==> config.mk <==
export PLATFORM = sky130hd
export DESIGN_NAME = text_markup_cell_writer
export DESIGN_NICKNAME = d
export VERILOG_FILES = /design/src/design/tmcw_pkg.sv /design/src/design/tmcw_step.sv /design/src/design/text_markup_cell_writer.sv
export SDC_FILE = /design/constraint.sdc
export NUM_CORES = 1
export LEC_CHECK = 0
export CAP_MARGIN = 5
export CELL_PAD_IN_SITES_DETAIL_PLACEMENT = 2
export CELL_PAD_IN_SITES_GLOBAL_PLACEMENT = 2
export CORE_MARGIN = 2
export CORE_UTILIZATION = 40
export CTS_BUF_LIST = sky130_fd_sc_hd__clkbuf_4 sky130_fd_sc_hd__clkbuf_8 sky130_fd_sc_hd__clkbuf_16
export DETAILED_ROUTE_END_ITERATION = 10
export DONT_BUFFER_PORTS = 1
export GPL_ROUTABILITY_DRIVEN = 0
export HOLD_SLACK_MARGIN = 0.05
export PLACE_DENSITY = 0.8
export RECOVER_POWER = 100
export SYNTH_ARGS = -nofsm -noshare
export SYNTH_HDL_FRONTEND = slang
export SYNTH_SLANG_ARGS = --single-unit
==> constraint.sdc <==
create_clock -name clk -period 6.4 [get_ports clk]
set_clock_uncertainty 0.05 [all_clocks]
set_input_delay 0.32 -clock clk [delete_from_list [all_inputs] [get_ports clk]]
set_output_delay 0.32 -clock clk [all_outputs]
set_load 0.01 [all_outputs]
==> src/design/tmcw_pkg.sv <==
`timescale 1ns / 1ps
// ----------------------------------------------------------------------------
// tmcw_pkg
// Shared constants, types and cursor helper for the text markup cell writer.
// ----------------------------------------------------------------------------
package tmcw_pkg;

  localparam logic [7:0] COLS = 8'd20;
  localparam logic [7:0] ROWS = 8'd10;

  localparam logic [7:0] CH_OPEN  = 8'h5B;
  localparam logic [7:0] CH_CLOSE = 8'h5D;
  localparam logic [7:0] CH_BSL   = 8'h5C;
  localparam logic [7:0] CH_CR    = 8'h0D;
  localparam logic [7:0] CH_LF    = 8'h0A;

  localparam logic [1:0] REG_NORMAL  = 2'd0;
  localparam logic [1:0] REG_SPECIAL = 2'd1;
  localparam logic [1:0] REG_BG      = 2'd2;

  localparam int QDEPTH = 4;
  localparam int QCW    = $clog2(QDEPTH + 1);

  typedef struct packed {
    logic        last;
    logic [15:0] bg;
    logic [15:0] fg;
    logic [7:0]  ch;
    logic [5:0]  row;
    logic [5:0]  col;
  } cell_t;

  typedef struct packed {
    logic [7:0] col;
    logic [7:0] row;
  } pos_t;

  typedef struct packed {
    logic [1:0] n;
    cell_t      c0;
    cell_t      c1;
    pos_t       cur;
    logic       spec;
    logic       pend;
  } step_t;

  // one cell right, wrap column then row
  function automatic pos_t adv(input pos_t p);
    pos_t r;
    if ((p.col + 8'd1) >= COLS) begin
      r.col = 8'd0;
      r.row = p.row + 8'd1;
    end else begin
      r.col = p.col + 8'd1;
      r.row = p.row;
    end
    if (r.row >= ROWS) r.row = 8'd0;
    return r;
  endfunction

endpackage

==> src/design/tmcw_step.sv <==
`timescale 1ns / 1ps
// ----------------------------------------------------------------------------
// tmcw_step
// Decodes one byte against the cursor and markup state: up to two cells and
// the next state.
// ----------------------------------------------------------------------------
module tmcw_step (
  input  tmcw_pkg::pos_t  cur,
  input  logic            spec,
  input  logic            pend,
  input  logic            first_byte,
  input  logic [7:0]      start_col,
  input  logic [7:0]      start_row,
  input  logic [7:0]      char_byte,
  input  logic            final_byte,
  input  logic [15:0]     normal_text_color,
  input  logic [15:0]     special_text_color,
  input  logic [15:0]     background_color,
  output tmcw_pkg::step_t res
);

  tmcw_pkg::pos_t p0, p1, p2;
  logic spec0, pend0;
  logic is_open, is_close, is_bsl, is_crlf, bracket;
  logic esc_emit, plain, plain_emit, pend_after, flush, inr;
  logic [1:0] cnt;
  logic [7:0] ch0, ch1;
  logic [15:0] fg;

  always_comb begin
    if (first_byte) begin
      p0.col = start_col;
      p0.row = start_row;
      spec0  = 1'b0;
      pend0  = 1'b0;
    end else begin
      p0    = cur;
      spec0 = spec;
      pend0 = pend;
    end
    p1 = tmcw_pkg::adv(p0);
    p2 = tmcw_pkg::adv(p1);

    is_open  = (char_byte == tmcw_pkg::CH_OPEN);
    is_close = (char_byte == tmcw_pkg::CH_CLOSE);
    is_bsl   = (char_byte == tmcw_pkg::CH_BSL);
    is_crlf  = (char_byte == tmcw_pkg::CH_CR) || (char_byte == tmcw_pkg::CH_LF);
    bracket  = is_open || is_close;

    esc_emit   = pend0;
    plain      = !(pend0 && bracket);
    plain_emit = plain && !bracket && !is_crlf && !is_bsl;
    pend_after = plain && is_bsl;
    flush      = final_byte && pend_after;
    inr        = (p0.col < tmcw_pkg::COLS) && (p0.row < tmcw_pkg::ROWS);

    cnt = {1'b0, esc_emit} + {1'b0, plain_emit} + {1'b0, flush};
    if (!inr) cnt = 2'd0;

    // escaped bracket keeps its byte, otherwise a held backslash comes out
    if (esc_emit) ch0 = bracket ? char_byte : tmcw_pkg::CH_BSL;
    else if (plain_emit) ch0 = char_byte;
    else ch0 = tmcw_pkg::CH_BSL;
    ch1 = (esc_emit && plain_emit) ? char_byte : tmcw_pkg::CH_BSL;

    fg = spec0 ? special_text_color : normal_text_color;

    res.n       = cnt;
    res.c0.col  = p0.col[5:0];
    res.c0.row  = p0.row[5:0];
    res.c0.ch   = ch0;
    res.c0.fg   = fg;
    res.c0.bg   = background_color;
    res.c0.last = (cnt == 2'd1);
    res.c1.col  = p1.col[5:0];
    res.c1.row  = p1.row[5:0];
    res.c1.ch   = ch1;
    res.c1.fg   = fg;
    res.c1.bg   = background_color;
    res.c1.last = 1'b1;

    case (cnt)
      2'd1:    res.cur = p1;
      2'd2:    res.cur = p2;
      default: res.cur = p0;
    endcase

    if (plain && is_open) res.spec = 1'b1;
    else if (plain && is_close) res.spec = 1'b0;
    else res.spec = spec0;
    res.pend = pend_after && !flush;
  end

endmodule

==> src/design/text_markup_cell_writer.sv <==
`timescale 1ns / 1ps
// ----------------------------------------------------------------------------
// text_markup_cell_writer
// Turns a string, one byte per item, into colored character cell writes.
// ----------------------------------------------------------------------------
// An item is registered, decoded combinationally and its cells (zero, one or
// two) pushed into a four-entry result queue, from which one cell leaves per
// cycle while m_tready is high. A new item is taken every cycle as long as the
// queue has room for two cells, so while m_tready is high items that make at
// most one cell stream at one item per cycle, while items that make two are
// held back by the single result port. A cell reaches m_tvalid after its item
// has passed the input register and been written into the result queue.
// Configuration takes effect on the next item; cfg_ready is always high.
// ----------------------------------------------------------------------------
module text_markup_cell_writer (
  input  logic        clk,
  input  logic        rst,
  input  logic        s_tvalid,
  output logic        s_tready,
  input  logic [23:0] s_tdata,   // start_col, start_row, char_byte
  input  logic [0:0]  s_tuser,   // first_byte
  input  logic        s_tlast,   // final_byte
  output logic        m_tvalid,
  input  logic        m_tready,
  output logic [55:0] m_tdata,   // cell_col, cell_row, cell_char, cell_fg, cell_bg, zero pad
  output logic        m_tlast,   // run_last
  input  logic        cfg_valid,
  output logic        cfg_ready,
  input  logic [1:0]  cfg_index,
  input  logic [15:0] cfg_data
);

  logic        in_v;
  logic [23:0] in_data;
  logic        in_first;
  logic        in_final;

  tmcw_pkg::pos_t cur;
  logic           spec;
  logic           pend;

  logic [15:0] normal_text_color;
  logic [15:0] special_text_color;
  logic [15:0] background_color;

  tmcw_pkg::cell_t q [tmcw_pkg::QDEPTH];
  tmcw_pkg::cell_t q_next [tmcw_pkg::QDEPTH];
  logic [tmcw_pkg::QCW-1:0] cnt, cnt_mid, cnt_next;

  tmcw_pkg::step_t res;
  logic fire, pop, push0, push1;

  tmcw_step u_step (
    .cur                (cur),
    .spec               (spec),
    .pend               (pend),
    .first_byte         (in_first),
    .start_col          (in_data[7:0]),
    .start_row          (in_data[15:8]),
    .char_byte          (in_data[23:16]),
    .final_byte         (in_final),
    .normal_text_color  (normal_text_color),
    .special_text_color (special_text_color),
    .background_color   (background_color),
    .res                (res)
  );

  assign cfg_ready = 1'b1;
  assign fire      = in_v && (cnt <= tmcw_pkg::QCW'(tmcw_pkg::QDEPTH - 2));
  assign s_tready  = !in_v || fire;
  assign pop       = (cnt != '0) && m_tready;
  assign push0     = fire && (res.n != 2'd0);
  assign push1     = fire && (res.n == 2'd2);
  assign cnt_mid   = cnt - tmcw_pkg::QCW'(pop);
  assign cnt_next  = cnt_mid + tmcw_pkg::QCW'(push0) + tmcw_pkg::QCW'(push1);

  assign m_tvalid = (cnt != '0);
  assign m_tdata  = {4'b0000, q[0].bg, q[0].fg, q[0].ch, q[0].row, q[0].col};
  assign m_tlast  = q[0].last;

  always_comb begin
    for (int i = 0; i < tmcw_pkg::QDEPTH; i++) begin
      if (push0 && (cnt_mid == tmcw_pkg::QCW'(i))) begin
        q_next[i] = res.c0;
      end else if (push1 && (cnt_mid + tmcw_pkg::QCW'(1) == tmcw_pkg::QCW'(i))) begin
        q_next[i] = res.c1;
      end else if (pop && (i < tmcw_pkg::QDEPTH - 1)) begin
        q_next[i] = q[(i < tmcw_pkg::QDEPTH - 1) ? i + 1 : i];
      end else begin
        q_next[i] = q[i];
      end
    end
  end

  always_ff @(posedge clk) begin
    for (int i = 0; i < tmcw_pkg::QDEPTH; i++) q[i] <= q_next[i];
    if (s_tvalid && s_tready) begin
      in_data  <= s_tdata;
      in_first <= s_tuser[0];
      in_final <= s_tlast;
    end
    if (rst) begin
      in_v               <= 1'b0;
      cnt                <= '0;
      cur                <= '0;
      spec               <= 1'b0;
      pend               <= 1'b0;
      normal_text_color  <= '0;
      special_text_color <= '0;
      background_color   <= '0;
    end else begin
      if (s_tready) in_v <= s_tvalid;
      cnt <= cnt_next;
      if (fire) begin
        cur  <= res.cur;
        spec <= res.spec;
        pend <= res.pend;
      end
      if (cfg_valid && cfg_ready) begin
        unique case (cfg_index)
          tmcw_pkg::REG_NORMAL:  normal_text_color  <= cfg_data;
          tmcw_pkg::REG_SPECIAL: special_text_color <= cfg_data;
          tmcw_pkg::REG_BG:      background_color   <= cfg_data;
          default: ;
        endcase
      end
    end
  end

endmodule

==> results summary, run 1 <==
Ranked by total cell area, the synthesized netlist is headed by sky130_fd_sc_hd__edfxtp_1 (53%), sky130_fd_sc_hd__dfxtp_1 (10%), sky130_fd_sc_hd__nand2_1 (8.8%), sky130_fd_sc_hd__a21oi_1 (4.7%), sky130_fd_sc_hd__nor2_1 (2.7%). The HPWL after detailed placement is 26100 µm. The run finished, with violations left. Along the worst path, the maximum fanout reaches 36. The remaining number of nets flagged by the antenna check after routing came out at 0. The count of flip-flops with a built-in enable after synthesis is 238. At the worst endpoint, the required time is 6510 ps.

The per-instance average area after synthesis is 10.8 µm². The share of the clock period used by the worst path after layout is 93.7%. The sequential cell area fraction in the yosys report came out at 63.3%. In this run the critical register-to-register path is launched from in_first. The path with the worst hold slack has its endpoint at normal_text_color[0]. The number of design-rule violations left by the first detailed-router iteration came out at 704.

The first global-routing pass estimated 69900 µm of wire. The number of setup buffers added after CTS is 0. The final cell count without fillers is 1770.

The top-level port count came out at 109. The fraction of layout instances using a drive strength above 1 is 8.42%. Setup repair after global routing left no endpoint under its margin.

The worst hold path begins at rst. The tightest min-delay check is of the in2reg type. The final hold violation count came out at 0. The detailed router used layers up to and including met4. The final wirelength is 45300 µm. The count of mapped cells out of synthesis came out at 1252. sky130_fd_sc_hd__edfxtp_1 takes more of the synthesized area than any other cell.

The total number of yosys warnings came out at 0. The tree is rooted in a sky130_fd_sc_hd__clkbuf_16. After detailed placement, the total cell area comes to 0.0141 mm².

The achievable clock frequency is 167 MHz. The number of different library cells in the post-synthesis netlist is 68. The routed length on met1 is 19900 µm. The total routing usage reported by global routing came out at 25.8%. The worst vdd rail ir drop came out at 239 µV. In the layout the commonest cells are sky130_fd_sc_hd__nand2_1 (313), sky130_fd_sc_hd__edfxtp_1 (238), sky130_fd_sc_hd__a21oi_1 (127), sky130_fd_sc_hd__nor2_1 (97), sky130_fd_sc_hd__dfxtp_1 (70). The register-to-register setup slack is 400 ps. The DRC violation count after routing is 0. The library cell used most frequently in the layout, excluding fill and tap cells, is sky130_fd_sc_hd__nand2_1. The flip-flop and latch count after synthesis came out at 308. For this configuration, the core starts out at a cell density of 40.5%. After detailed routing, the average wire length per cell comes to 25.6 µm.

The post-synthesis cell area came out at 0.0135 mm². The area share of the leading cell type in the synthesized netlist came out at 52.9%. The area growth from synthesis to layout came out at 16.9%. The final reports fail on capacitance limit, slew limit.

At the pin with the least slew margin, the transition time is 1620 ps. Adding up every negative setup slack in the final design gives 0 ps. The floorplan has 67 rows. The sink count of the clock tree is 308.

Clock latency on the worst-skew pair, taken at its later pin, is 540 ps. The endpoint arrival time on the critical path came out at 6110 ps. The number of cells after detailed placement is 1659. The cell depth of the worst flop-to-flop path is 12.

The worst pin sits at a relative slew slack of -8.15%. Dividing total power by cell area gives a power density of 363 mW/mm². The final max-slew violation count is 44. The via-per-instance ratio is 5.71.

The routed design uses 2030 µm of met3 wire. In the synthesized netlist the async set-or-reset flop fraction comes to 0%. The initial antenna violation count is 3. The kind of end point of the critical path is a register. TritonCTS built the clock tree.

The total vias in the final route is 10100. Entering global routing, the biggest net connects 71 pins. The die extent in x is 188 µm. The endpoint identified for the worst register-to-register timing path is q[3][20]. The number of max-capacitance violations reported came out at 2. The core outline area came out at 0.0334 mm². The first detailed-routing pass took 5 iterations. STA classifies the critical path startpoint as a register. The standby leakage power is 5.90 nW. Setup violations remaining at the end of the flow were counted as 0. The die covers 0.0353 mm². The H-tree was split into 2 levels. The category of the critical setup timing path is reg2reg. The number of instances on the worst hold path came out at 2. The detailed-routed wire length on met2 is 22100 µm. After the last flow step, the layout net total stands at 1356.

The number of buffers inserted during clock tree synthesis came out at 35. The total overflow reported by the global router came out at 0. The number of buffers between clock root and the deepest sink came out at 3. In the synthesized netlist the dominant register cell turns out to be sky130_fd_sc_hd__edfxtp_1. The height of the die is 188 µm. After clock tree synthesis, the clock-pin slew on the worst setup and hold paths is 60 ps.

The shortest period the worst path allows came out at 6000 ps. The number of port buffers is 0. After routing the design area is 0.0158 mm². The number of global-route vias before repair is 11300.
-- cell type report --
cell class	instances	area, µm²
diodes	4	10.0
clock buffers	38	922
clock inverters	24	374
fillers	3420	17600
inverters	39	146
multi-input cells	835	4540
flip-flops and latches	308	8550
well taps	448	561
repair buffers	74	697
-- cells by family (layout without fill, tap and decap cells) --
logic type,Yosys count,in the layout,share of synthesized area (%)
compound gates,259,259,12.4
xor+xnor,12,12,0.778
fa+ha+maj,14,14,1.41
buf+inv,112,175,3.37
flops,308,308,63.3
mux,36,36,2.78
other cells,2,9,0.0556
simple gates,509,509,15.9
-- cell usage after synthesis (5+ instances only) --
master                     number
sky130_fd_sc_hd__a21oi_1      127
sky130_fd_sc_hd__a221o_1       12
sky130_fd_sc_hd__a22o_1        12
sky130_fd_sc_hd__and2_1         5
sky130_fd_sc_hd__and3_1         5
sky130_fd_sc_hd__buf_4          6
sky130_fd_sc_hd__clkbuf_1      60
sky130_fd_sc_hd__dfxtp_1       70
sky130_fd_sc_hd__edfxtp_1     238
sky130_fd_sc_hd__ha_1          12
sky130_fd_sc_hd__inv_1         39
sky130_fd_sc_hd__mux2_2         5
sky130_fd_sc_hd__mux2i_1       29
sky130_fd_sc_hd__nand2_1      316
sky130_fd_sc_hd__nand2b_1      10
sky130_fd_sc_hd__nand3_1       18
sky130_fd_sc_hd__nand4_1        5
sky130_fd_sc_hd__nor2_1        97
sky130_fd_sc_hd__nor2b_1        9
sky130_fd_sc_hd__nor3_1        14
sky130_fd_sc_hd__o211ai_1       5
sky130_fd_sc_hd__o21ai_0       30
sky130_fd_sc_hd__o221ai_1      15
sky130_fd_sc_hd__o22a_1        15
sky130_fd_sc_hd__or2_2          6
sky130_fd_sc_hd__xnor2_1        7
sky130_fd_sc_hd__xor2_1         5
-- worst max path at each step --
| stage | start | end | slack (ps) |
|---|---|---|---|
| floorplan | in_first | cur[3] | 630 |
| global placement | in_first | q[1][43] | 840 |
| detailed placement | in_first | q[1][40] | 620 |
| CTS | in_first | q[1][38] | 580 |
| global route | in_first | q[1][15] | 90 |
| finish | in_first | q[3][20] | 400 |
-- sequential cells by signal, summed over array words and instances (netlist names) --
signal and flops:
q 212, in_data 24, background_color 16, cur 16, normal_text_color 16, special_text_color 16, cnt 3, in_final 1
in_first 1, in_v 1, pend 1, spec 1
-- worst max-delay path, stage by stage (launching register included) --
cell	delay, ps
sky130_fd_sc_hd__edfxtp_1	490
sky130_fd_sc_hd__buf_4	440
sky130_fd_sc_hd__mux2i_2	640
sky130_fd_sc_hd__nand2_1	170
sky130_fd_sc_hd__or3b_2	510
sky130_fd_sc_hd__or4_1	560
sky130_fd_sc_hd__nor2_1	160
sky130_fd_sc_hd__inv_1	90
sky130_fd_sc_hd__ha_1	200
sky130_fd_sc_hd__nor2_1	180
sky130_fd_sc_hd__and2_0	400
sky130_fd_sc_hd__a31o_1	930
sky130_fd_sc_hd__clkbuf_4	770
-- per-stage QoR --
stage | power, mW | worst slack, ps | utilization [%] | hold slack [ps]
6_report | 5.74 | 402 | 47.3 | 112
5_1_grt | 5.94 | 91.3 | 47.3 | 145
4_1_cts | 5.74 | 584 | 47.5 | 119
3_5_place_dp | 3.41 | 617 | 42.2 | 360
3_3_place_gp | 3.37 | 843 | 42.2 | 355
2_1_floorplan | 3.12 | 633 | - | 369
-- routing by layer --
metal	track usage, %	vias to the layer above
met4	8.54	0
li1	-	4541
met3	3.93	77
met2	43.6	265
met5	0	-
met1	33.9	5230
-- power breakdown --
group	switching (mW)	total [mW]	internal, mW
Combinational	0.570	0.796	0.226
Sequential	0.145	2.64	2.50
Clock	0.887	2.30	1.41
Total	1.60	5.74	4.14
-- what timing repair did --
item,4_1_cts,5_1_grt
setup endpoints to repair,0,13
gates resized for setup,0,1
endpoints found under the hold margin,96,0
hold buffers,45,0
Note: power is estimated with default switching activity, not from simulation.
==> inputs of run 2 (changes only) <==
CORE_ASPECT_RATIO = 0.5   (was default)
PLACE_DENSITY = 0.82   (was 0.8)
SYNTH_HIERARCHICAL = 1   (was default)
==> run 2 against run 1 <==
Non-clock buffer count up 1. Largest power group unchanged. Final cell count up 23%. Final area up 11%. Via count up 24%. First-iteration DRC count up 20%. Area after synthesis up 19%. The run still ends with capacitance limit, slew limit left. Combinational power up 7.7%. Sequential power about the same.
==> results summary, run 2 <==
Status: complete, but fails checks (unchanged). Violations in the final reports: capacitance limit, slew limit (unchanged). The critical register-to-register path endpoint is q[0][33] (was q[3][20]).

The fraction of layout instances using a drive strength above 1 came out at 9.31% (was 8.42%). The initial antenna violation count is 3 (unchanged). The cell type group with the largest total delay on the critical path is simple AND/OR/NAND/NOR gates (unchanged).

The quantity of gates resized following cts came out at 0 (unchanged). The worst slack at placement came out at 1350 ps (was 617 ps). The maximum number of pins on one net before global-route repair is 107 (was 71). The kind of end point of the critical path was a register (unchanged).

The switching power share of the total is 29.1% (was 27.9%). The part of the total power dissipated in the clock network was 36.1% (was 40.1%). The via-per-instance ratio is 5.77 (was 5.71). The combinational cell fraction of total power is 15.6% (was 13.9%). The count of mapped cells out of synthesis is 1671 (was 1252). The largest stage delay on the critical path came out at 1230 ps (was 930 ps). The worst vdd rail ir drop came out at 197 µV (was 239 µV).

The final cell count without fillers is 2176 (was 1770). The top-level port count is 109 (unchanged). The overall die area is 0.0419 mm² (was 0.0353 mm²). The count of flip-flops with a built-in enable after synthesis came out at 238 (unchanged). The shortest period the worst path allows was 5620 ps (was 6000 ps). The sink count of the clock tree came out at 308 (unchanged).

The net total in the final layout was 1681 (was 1356). The core outline area came out at 0.0392 mm² (was 0.0334 mm²). The fraction of power consumed by sequential logic is 48.2% (was 46.1%). The largest driver fanout on the critical path was 28 (was 36).

The most common cell after layout, fill and taps aside is sky130_fd_sc_hd__nand2_1 (unchanged). The area share of the leading cell type in the synthesized netlist is 44.4% (was 52.9%). The fraction of synthesis flops using an asynchronous set or reset pin is 0% (unchanged).

The post-synthesis cell area is 0.0161 mm² (was 0.0135 mm²). The share of the clock period used by the worst path after layout came out at 87.9% (was 93.7%). The number of port buffers came to 0 (unchanged). The slew at the pin closest to its max-slew limit is 3450 ps (was 1620 ps).

The flip-flop and latch count after synthesis was 308 (unchanged). The CTS clock-pin slew for the worst setup and hold paths is 70 ps (was 60 ps). The register-to-register setup slack is 780 ps (was 400 ps). Commonest cells in the netlist: sky130_fd_sc_hd__nand2_1 (476), sky130_fd_sc_hd__edfxtp_1 (238), sky130_fd_sc_hd__nor2_1 (189) (was sky130_fd_sc_hd__nand2_1 (316), sky130_fd_sc_hd__edfxtp_1 (238), sky130_fd_sc_hd__a21oi_1 (127)). The classification of the worst-slack hold path is in2reg (unchanged). The number of global-route vias before repair came to 14100 (was 11300). The number of buffers between clock root and the deepest sink came to 3 (unchanged). The total vias in the final route was 12600 (was 10100). The number of search-and-repair iterations in the first detailed-routing pass was 5 (unchanged).

The number of cells after detailed placement came to 2058 (was 1659). The first element of the critical path is in_first (unchanged). The first-pass GRT wire length is 82800 µm (was 69900 µm). The starting density of the core is 41.0% (was 40.5%). The endpoint arrival time on the critical path was 6010 ps (was 6110 ps). The insertion delay to the later sink of the worst-skew pair came out at 600 ps (was 540 ps). The final max-slew violation count came out at 260 (was 44).

The data required time of the critical path was 6790 ps (was 6510 ps). The overall power consumption is 5.50 mW (was 5.74 mW). The flip-flop count of the largest register, all copies and words added came out at 212 (unchanged). The number of instances on the worst hold path came to 3 (was 2).

Unrepaired setup endpoints after global routing: false (unchanged). The clock root buffer is sky130_fd_sc_hd__clkbuf_16 (unchanged). The cell-internal power is 3.89 mW (was 4.14 mW). The switching power of the nets came out at 1.60 mW (about the same). The final number of setup-violating endpoints is 0 (unchanged).

The worst setup margin came to 776 ps (was 402 ps). The total routing usage reported by global routing is 25.3% (was 25.8%). The clock tree from TritonCTS was done (unchanged). The number of different library cells in the post-synthesis netlist came to 72 (was 68). The category of the critical setup timing path is reg2reg (unchanged). The area growth from synthesis to layout came to 8.84% (was 16.9%). The sum of negative setup slack is 0 ps (unchanged). The buffers plus inverters on the worst setup path was 4 (was 3).

Largest registers: q: 212 flops, in_data: 24 flops (unchanged). The number of post-CTS setup repair buffers is 0 (unchanged). Largest cells by area after synthesis: sky130_fd_sc_hd__edfxtp_1 (44%), sky130_fd_sc_hd__nand2_1 (11%), sky130_fd_sc_hd__dfxtp_1 (8.7%), sky130_fd_sc_hd__a31oi_1 (6.3%), sky130_fd_sc_hd__nor2_1 (4.4%) (was sky130_fd_sc_hd__edfxtp_1 (53%), sky130_fd_sc_hd__dfxtp_1 (10%), sky130_fd_sc_hd__nand2_1 (8.8%), sky130_fd_sc_hd__a21oi_1 (4.7%), sky130_fd_sc_hd__nor2_1 (2.7%)). The HPWL after detailed placement is 32700 µm (was 26100 µm). The number of max-capacitance violations reported is 6 (was 2).

The cell with the biggest individual delay on the critical path is sky130_fd_sc_hd__and4_1 (was sky130_fd_sc_hd__a31o_1). The remaining number of nets flagged by the antenna check after routing came to 0 (unchanged). The per-instance average area after synthesis is 9.63 µm² (was 10.8 µm²). The startpoint of the tightest hold check path is cfg_valid (was rst). The startpoint type of the worst setup path is a register (unchanged).

The wire length per cell after detailed routing is 24.6 µm (was 25.6 µm). The cell depth of the worst flop-to-flop path was 13 (was 12). The achievable clock frequency came out at 178 MHz (was 167 MHz). The final hold violation count is 0 (unchanged). The top cell type by total area after synthesis is sky130_fd_sc_hd__edfxtp_1 (unchanged).

The most used standard cell by instance count after synthesis is sky130_fd_sc_hd__nand2_1 (unchanged). The sequential cell area fraction in the yosys report was 53.1% (was 63.3%). The total overflow reported by the global router came out at 0 (unchanged).

The standby leakage power came out at 6.63 nW (was 5.90 nW). The DRC violation count after routing is 0 (unchanged). The register with the highest flop count is q (unchanged). The number of buffers inserted during clock tree synthesis is 30 (was 35). The worst-case hold path end point is normal_text_color[5] (was normal_text_color[0]). The total number of yosys warnings is 6 (was 0).

Crit-path cells: buf_4 > mux2i_1 > inv_1 > nor2_1 > nor2_1 > nor4_1 > nand2b_1 > inv_1 > nor4b_1 > and4_1 > buf_4 > nand2_1 > a31oi_1 (was buf_4 > mux2i_2 > nand2_1 > or3b_2 > or4_1 > nor2_1 > inv_1 > ha_1 > nor2_1 > and2_0 > a31o_1 > clkbuf_4). The final wirelength came out at 53400 µm (was 45300 µm). The H-tree level count came out at 1 (was 2). The die extent in x came out at 288 µm (was 188 µm).

The total number of placement rows was 51 (was 67). The number of design-rule violations left by the first detailed-router iteration came out at 843 (was 704). The power density normalized to cell area is 314 mW/mm² (was 363 mW/mm²).

The worst slew slack as a fraction of its limit came out at -130% (was -8.15%). The count of fill cells added during filler insertion is 4060 (was 3420). The height of the die came to 146 µm (was 188 µm). The core occupancy in the finished layout is 44.6% (was 47.3%). The dominant register cell in the synthesized netlist is sky130_fd_sc_hd__edfxtp_1 (unchanged). The worst flop-to-flop path startpoint is in_first (unchanged). Highest-count cells in the layout ignoring fill and taps: sky130_fd_sc_hd__nand2_1 (476), sky130_fd_sc_hd__edfxtp_1 (238), sky130_fd_sc_hd__nor2_1 (189), sky130_fd_sc_hd__a31oi_1 (161), sky130_fd_sc_hd__a21oi_1 (80) (was sky130_fd_sc_hd__nand2_1 (313), sky130_fd_sc_hd__edfxtp_1 (238), sky130_fd_sc_hd__a21oi_1 (127), sky130_fd_sc_hd__nor2_1 (97), sky130_fd_sc_hd__dfxtp_1 (70)).
==> run 2: changes by cell type in the layout (fill, tap and decap cells not counted), sizes merged, moves of 16 or more <==
cell | previous run | this run
a21oi | 127 | 81
a31oi | 3 | 161
nand2 | 316 | 477
mux2i | 30 | 14
mux2 | 6 | 73
inv | 40 | 18
nor2 | 97 | 189
o21ai | 31 | 9
==> run 2: per-layer routing <==
layer / vias up / routed length, µm / global-route usage, %
li1: 5682 / - / -
met1: 6498 / 22200 / 30.5
met2: 267 / 27700 / 46.2
met3: 107 / 1880 / 3.45
met4: 0 / 1630 / 8.52
met5: - / 0 / 0
==> run 2: power by group through the flow <==
| stage | Combinational [mW] | Sequential [mW] | Clock (mW) |
|---|---|---|---|
| CTS | 0.861 | 2.65 | 2.01 |
| detailed placement | 0.804 | 2.69 | 0 |
| floorplan | 0.554 | 2.65 | 0 |
| global placement | 0.741 | 2.67 | 0 |
| finish | 0.857 | 2.65 | 1.99 |
| global route | 0.928 | 2.67 | 2.10 |
==> run 2: worst max path at each step <==
stage	cells after the start	end	slack, ps
global placement	18	cur[0]	1790
floorplan	15	q[1][0]	1560
finish	13	q[0][33]	780
global route	13	q[0][2]	470
CTS	13	q[3][49]	1340
detailed placement	13	q[3][29]	1350
==> run 2: worst min-delay path: cells and delay by family <==
kind	cells	cell delay, ps
AO/OA/AOI/OAI	1	90
AND/OR/NAND/NOR	2	300
==> run 2: timing repair <==
action                     4_1_cts  5_1_grt
hold endpoints to repair        96        0
hold buffers                    59        0
setup endpoints to repair        0        0
==> run 2: kinds of logic after synthesis <==
logic type	Yosys count	share of synthesized area (%)
multiplexers	87	6.05
adder cells (fa/ha/maj)	13	1.10
XOR/XNOR	13	0.708
other	4	0.0933
buffers and inverters	182	7.39
AO/OA/AOI/OAI	284	10.9
flip-flops	308	53.1
AND/OR/NAND/NOR	780	20.6
==> run 2: area by class of cell <==
type | instances | area (µm²) | area share [%]
Sequential cell | 308 | 8550 | 48.8
Multi-Input combinational cell | 1186 | 6380 | 36.4
Clock buffer | 45 | 930 | 5.31
Timing Repair Buffer | 75 | 748 | 4.27
Tap cell | 530 | 663 | 3.79
Clock inverter | 11 | 164 | 0.936
Inverter | 18 | 67.6 | 0.386
Antenna cell | 3 | 7.51 | 0.0429
==> run 2: per-stage QoR <==
step	area [µm²]	hold slack, ps
finish	17500	114
global route	17500	93.4
floorplan	16100	369
detailed placement	15900	351
global placement	15900	344
CTS	17600	92.3
==> inputs of run 3 (changes only) <==
ABC_AREA = 1   (was default)
CORE_UTILIZATION = 39   (was 40)
CTS_BUF_LIST = sky130_fd_sc_hd__clkbuf_4 sky130_fd_sc_hd__clkbuf_8   (was sky130_fd_sc_hd__clkbuf_4 sky130_fd_sc_hd__clkbuf_8 sky130_fd_sc_hd__clkbuf_16)
PLACE_DENSITY = 0.86   (was 0.82)
==> run 3 against run 2 <==
The flow still finishes with violations (capacitance limit, slew limit). Final cell count rose by 30%. Largest cell class unchanged. Non-clock buffer count fell by 4. Register-to-register slack worse by 420 ps. Via count up 28%. Sequential power is 5% higher. Total power up 8.8%. Routed wire length is 41% higher. Critical path depth increased by 2. Area after synthesis is 5.4% higher. Critical endpoint is now q[2][0]. Flip-flop and latch count unchanged.
==> results summary, run 3 <==
The number of different library cells in the post-synthesis netlist is 43 (was 72). The number of cells after detailed placement came out at 2688 (was 2058). The fraction of synthesis flops using an asynchronous set or reset pin is 0% (unchanged). The achievable clock frequency is 166 MHz (was 178 MHz).

The starting density of the core is 40.0% (was 41.0%). The area share of the leading cell type in the synthesized netlist came out at 42.1% (was 44.4%). The clock root buffer is sky130_fd_sc_hd__clkbuf_8 (was sky130_fd_sc_hd__clkbuf_16). The count of flip-flops with a built-in enable after synthesis was 238 (unchanged). The final max-slew violation count is 159 (was 260). The total overflow reported by the global router is 0 (unchanged).

The final wirelength came to 75200 µm (was 53400 µm). The die extent in x was 299 µm (was 288 µm). The kind of end point of the critical path was a register (unchanged). The number of buffers between clock root and the deepest sink came out at 3 (unchanged). The total number of yosys warnings is 6 (unchanged).

The critical path depth is 15 (was 13). The total vias in the final route is 16100 (was 12600). The total number of placement rows is 53 (was 51). The height of the die came to 151 µm (was 146 µm). The cell type with the highest occurrence count on the critical path is sky130_fd_sc_hd__inv_1. The area growth from synthesis to layout is 8.67% (was 8.84%). The number of design-rule violations left by the first detailed-router iteration is 1307 (was 843). The critical register-to-register path endpoint is q[2][0] (was q[0][33]). The number of buffers inserted during clock tree synthesis is 48 (was 30).

Highest-count cells in the layout ignoring fill and taps: sky130_fd_sc_hd__nand2_1 (849), sky130_fd_sc_hd__inv_1 (301), sky130_fd_sc_hd__edfxtp_1 (238), sky130_fd_sc_hd__nor2_1 (192), sky130_fd_sc_hd__nand3_1 (182) (was sky130_fd_sc_hd__nand2_1 (476), sky130_fd_sc_hd__edfxtp_1 (238), sky130_fd_sc_hd__nor2_1 (189), sky130_fd_sc_hd__a31oi_1 (161), sky130_fd_sc_hd__a21oi_1 (80)). The number of global-route vias before repair came out at 18200 (was 14100). Crit-path cells: inv_8 > or2_2 > o21ai_0 > inv_1 > nor4_1 > inv_1 > nor2_1 > inv_1 > nor2_1 > nand3_1 > nor2_4 > clkbuf_2 > nand2_1 > nand3_1 > nand2_1 (was buf_4 > mux2i_1 > inv_1 > nor2_1 > nor2_1 > nor4_1 > nand2b_1 > inv_1 > nor4b_1 > and4_1 > buf_4 > nand2_1 > a31oi_1).

The net total in the final layout was 2267 (was 1681). The post-synthesis cell area came out at 0.0170 mm² (was 0.0161 mm²). The H-tree level count is 2 (was 1). The cell with the biggest individual delay on the critical path is sky130_fd_sc_hd__clkbuf_2 (was sky130_fd_sc_hd__and4_1).

The count of mapped cells out of synthesis is 2233 (was 1671). The overall power consumption is 5.98 mW (was 5.50 mW). The endpoint arrival time on the critical path came out at 6380 ps (was 6010 ps). The insertion delay to the later sink of the worst-skew pair came out at 650 ps (was 600 ps). The final number of setup-violating endpoints is 0 (unchanged). The worst-case hold path end point is in_data[12] (was normal_text_color[5]).

The fraction of layout instances using a drive strength above 1 came out at 6.55% (was 9.31%). The CTS clock-pin slew for the worst setup and hold paths came out at 80 ps (was 70 ps). The final hold violation count is 0 (unchanged). Status: complete, but fails checks (unchanged).

The sequential cell area fraction in the yosys report came to 50.4% (was 53.1%). The initial antenna violation count is 1 (was 3). The final cell count without fillers came to 2821 (was 2176). The startpoint of the tightest hold check path is s_tdata[12] (was cfg_valid). The worst flop-to-flop path startpoint is in_first (unchanged). The most used standard cell by instance count after synthesis was sky130_fd_sc_hd__nand2_1 (unchanged). The quantity of gates resized following cts came out at 0 (unchanged).

The classification of the worst-slack hold path is in2reg (unchanged). The power density normalized to cell area came out at 324 mW/mm² (was 314 mW/mm²). The DRC violation count after routing came out at 0 (unchanged). The worst vdd rail ir drop is 132 µV (was 197 µV). The sink count of the clock tree came to 308 (unchanged).

The number of port buffers came out at 0 (unchanged). The number of max-capacitance violations reported is 4 (was 6). The number of instances on the worst hold path came out at 1 (was 3). The shortest period the worst path allows came out at 6040 ps (was 5620 ps). The remaining number of nets flagged by the antenna check after routing is 0 (unchanged). The per-instance average area after synthesis came out at 7.59 µm² (was 9.63 µm²). The largest stage delay on the critical path came out at 1200 ps (was 1230 ps). The HPWL after detailed placement came to 37700 µm (was 32700 µm).

Unrepaired setup endpoints after global routing: false (unchanged). The top cell type by total area after synthesis is sky130_fd_sc_hd__edfxtp_1 (unchanged). The maximum number of pins on one net before global-route repair is 71 (was 107).

The largest driver fanout on the critical path is 53 (was 28). The flip-flop count of the largest register, all copies and words added came out at 212 (unchanged). The worst slew slack as a fraction of its limit is -30.4% (was -130%). The register-to-register setup slack came out at 360 ps (was 780 ps). The number of search-and-repair iterations in the first detailed-routing pass is 5 (unchanged). The slew at the pin closest to its max-slew limit came to 1960 ps (was 3450 ps). The wire length per cell after detailed routing came out at 26.7 µm (was 24.6 µm). The smallest hold slack is 251 ps (was 114 ps). The data required time of the critical path is 6740 ps (was 6790 ps). Commonest cells in the netlist: sky130_fd_sc_hd__nand2_1 (848), sky130_fd_sc_hd__inv_1 (301), sky130_fd_sc_hd__edfxtp_1 (238) (was sky130_fd_sc_hd__nand2_1 (476), sky130_fd_sc_hd__edfxtp_1 (238), sky130_fd_sc_hd__nor2_1 (189)). The count of fill cells added during filler insertion is 4865 (was 4060). Largest cells by area after synthesis: sky130_fd_sc_hd__edfxtp_1 (42%), sky130_fd_sc_hd__nand2_1 (19%), sky130_fd_sc_hd__dfxtp_1 (8.3%), sky130_fd_sc_hd__inv_1 (6.7%), sky130_fd_sc_hd__nand3_1 (5.3%) (was sky130_fd_sc_hd__edfxtp_1 (44%), sky130_fd_sc_hd__nand2_1 (11%), sky130_fd_sc_hd__dfxtp_1 (8.7%), sky130_fd_sc_hd__a31oi_1 (6.3%), sky130_fd_sc_hd__nor2_1 (4.4%)).

The first-pass GRT wire length came out at 113000 µm (was 82800 µm). The register with the highest flop count is q (unchanged). Largest registers: q: 212 flops, in_data: 24 flops (unchanged).

The flip-flop and latch count after synthesis came out at 308 (unchanged). The overall die area came out at 0.0453 mm² (was 0.0419 mm²). Violations in the final reports: capacitance limit, slew limit (unchanged). The category of the critical setup timing path is reg2reg (unchanged).

The core outline area is 0.0424 mm² (was 0.0392 mm²). The share of the clock period used by the worst path after layout came out at 94.4% (was 87.9%). The most common cell after layout, fill and taps aside is sky130_fd_sc_hd__nand2_1 (unchanged).

The total routing usage reported by global routing is 33.2% (was 25.3%). The clock tree from TritonCTS is done (unchanged). The dominant register cell in the synthesized netlist is sky130_fd_sc_hd__edfxtp_1 (unchanged).

The top-level port count came out at 109 (unchanged). The sum of negative setup slack is 0 ps (unchanged). The cell type group with the largest total delay on the critical path was simple AND/OR/NAND/NOR gates (unchanged). The buffers plus inverters on the worst setup path came out at 5 (was 4). The startpoint type of the worst setup path is a register (unchanged). The via-per-instance ratio is 5.71 (was 5.77). The cell depth of the worst flop-to-flop path came to 15 (was 13). The standby leakage power is 8.34 nW (was 6.63 nW).
run 3: cell families (layout without fill, tap and decap cells):
family,Yosys count,count (layout),synth area share (%)
XOR/XNOR,6,6,0.354
AO/OA/AOI/OAI,161,161,5.02
AND/OR/NAND/NOR,1281,1281,31.0
buffers and inverters,460,465,12.1
adder cells (fa/ha/maj),13,13,1.05
flip-flops,308,308,50.4
other,4,10,0.0885
run 3: where the power goes:
group / switching, mW / internal [mW] / total, mW
Clock: 0.976 / 0.945 / 1.92
Sequential: 0.197 / 2.58 / 2.78
Combinational: 0.987 / 0.293 / 1.28
Total: 2.16 / 3.82 / 5.98
run 3: final cells by class:
type                            instances  area, µm²  area share, %
Antenna cell                            1       2.50         0.0136
Clock buffer                           78        911           4.94
Clock inverter                         10       82.6          0.448
Inverter                              306       1160           6.27
Multi-Input combinational cell       1470       6370           34.6
Sequential cell                       308       8550           46.4
Tap cell                              577        722           3.92
Timing Repair Buffer                   71        638           3.46
run 3: layer usage:
metal  share of wire (%)  vias up  track usage [%]  routed length [µm]
met5                   0        -                0                   0
met4                 5.5        0             19.3                4160
met3                 5.7      287             5.67                4260
met2                  50      705             59.0               37600
met1                  39     8242             38.2               29200
li1                    -     6886                -                   -
run 3: worst max-delay path by stage:
| stage | start | end | slack, ps |
|---|---|---|---|
| after detailed placement | in_first | q[1][12] | 1120 |
| after global routing | in_first | q[2][1] | 230 |
| after CTS | in_first | q[1][12] | 950 |
| final | in_first | q[2][0] | 360 |
| after global placement | in_first | q[1][47] | 1460 |
| after floorplan | in_data[21] | q[3][0] | 1020 |
run 3: timing repair:
item | CTS | global route
setup buffers | 0 | 0
hold buffers | 44 | 0
hold endpoints to repair | 76 | 0
run 3: stage by stage:
stage                     instance area (µm²)  util, %  setup WS [ps]
after floorplan                         17000        -           1020
after global placement                  17100     40.3           1460
after detailed placement                17100     40.3           1120
after CTS                               18500     43.7            947
after global routing                    18400     43.4            228
final                                   18400     43.4            359
run 3: worst register-to-register path: stages (launching register included):
cell                       delay (ps)
sky130_fd_sc_hd__edfxtp_1         860
sky130_fd_sc_hd__inv_8            170
sky130_fd_sc_hd__or2_2            330
sky130_fd_sc_hd__o21ai_0          160
sky130_fd_sc_hd__inv_1            260
sky130_fd_sc_hd__nor4_1           620
sky130_fd_sc_hd__inv_1            190
sky130_fd_sc_hd__nor2_1           280
sky130_fd_sc_hd__inv_1            110
sky130_fd_sc_hd__nor2_1           280
sky130_fd_sc_hd__nand3_1          440
sky130_fd_sc_hd__nor2_4           200
sky130_fd_sc_hd__clkbuf_2        1200
sky130_fd_sc_hd__nand2_1          260
sky130_fd_sc_hd__nand3_1          250
sky130_fd_sc_hd__nand2_1          130
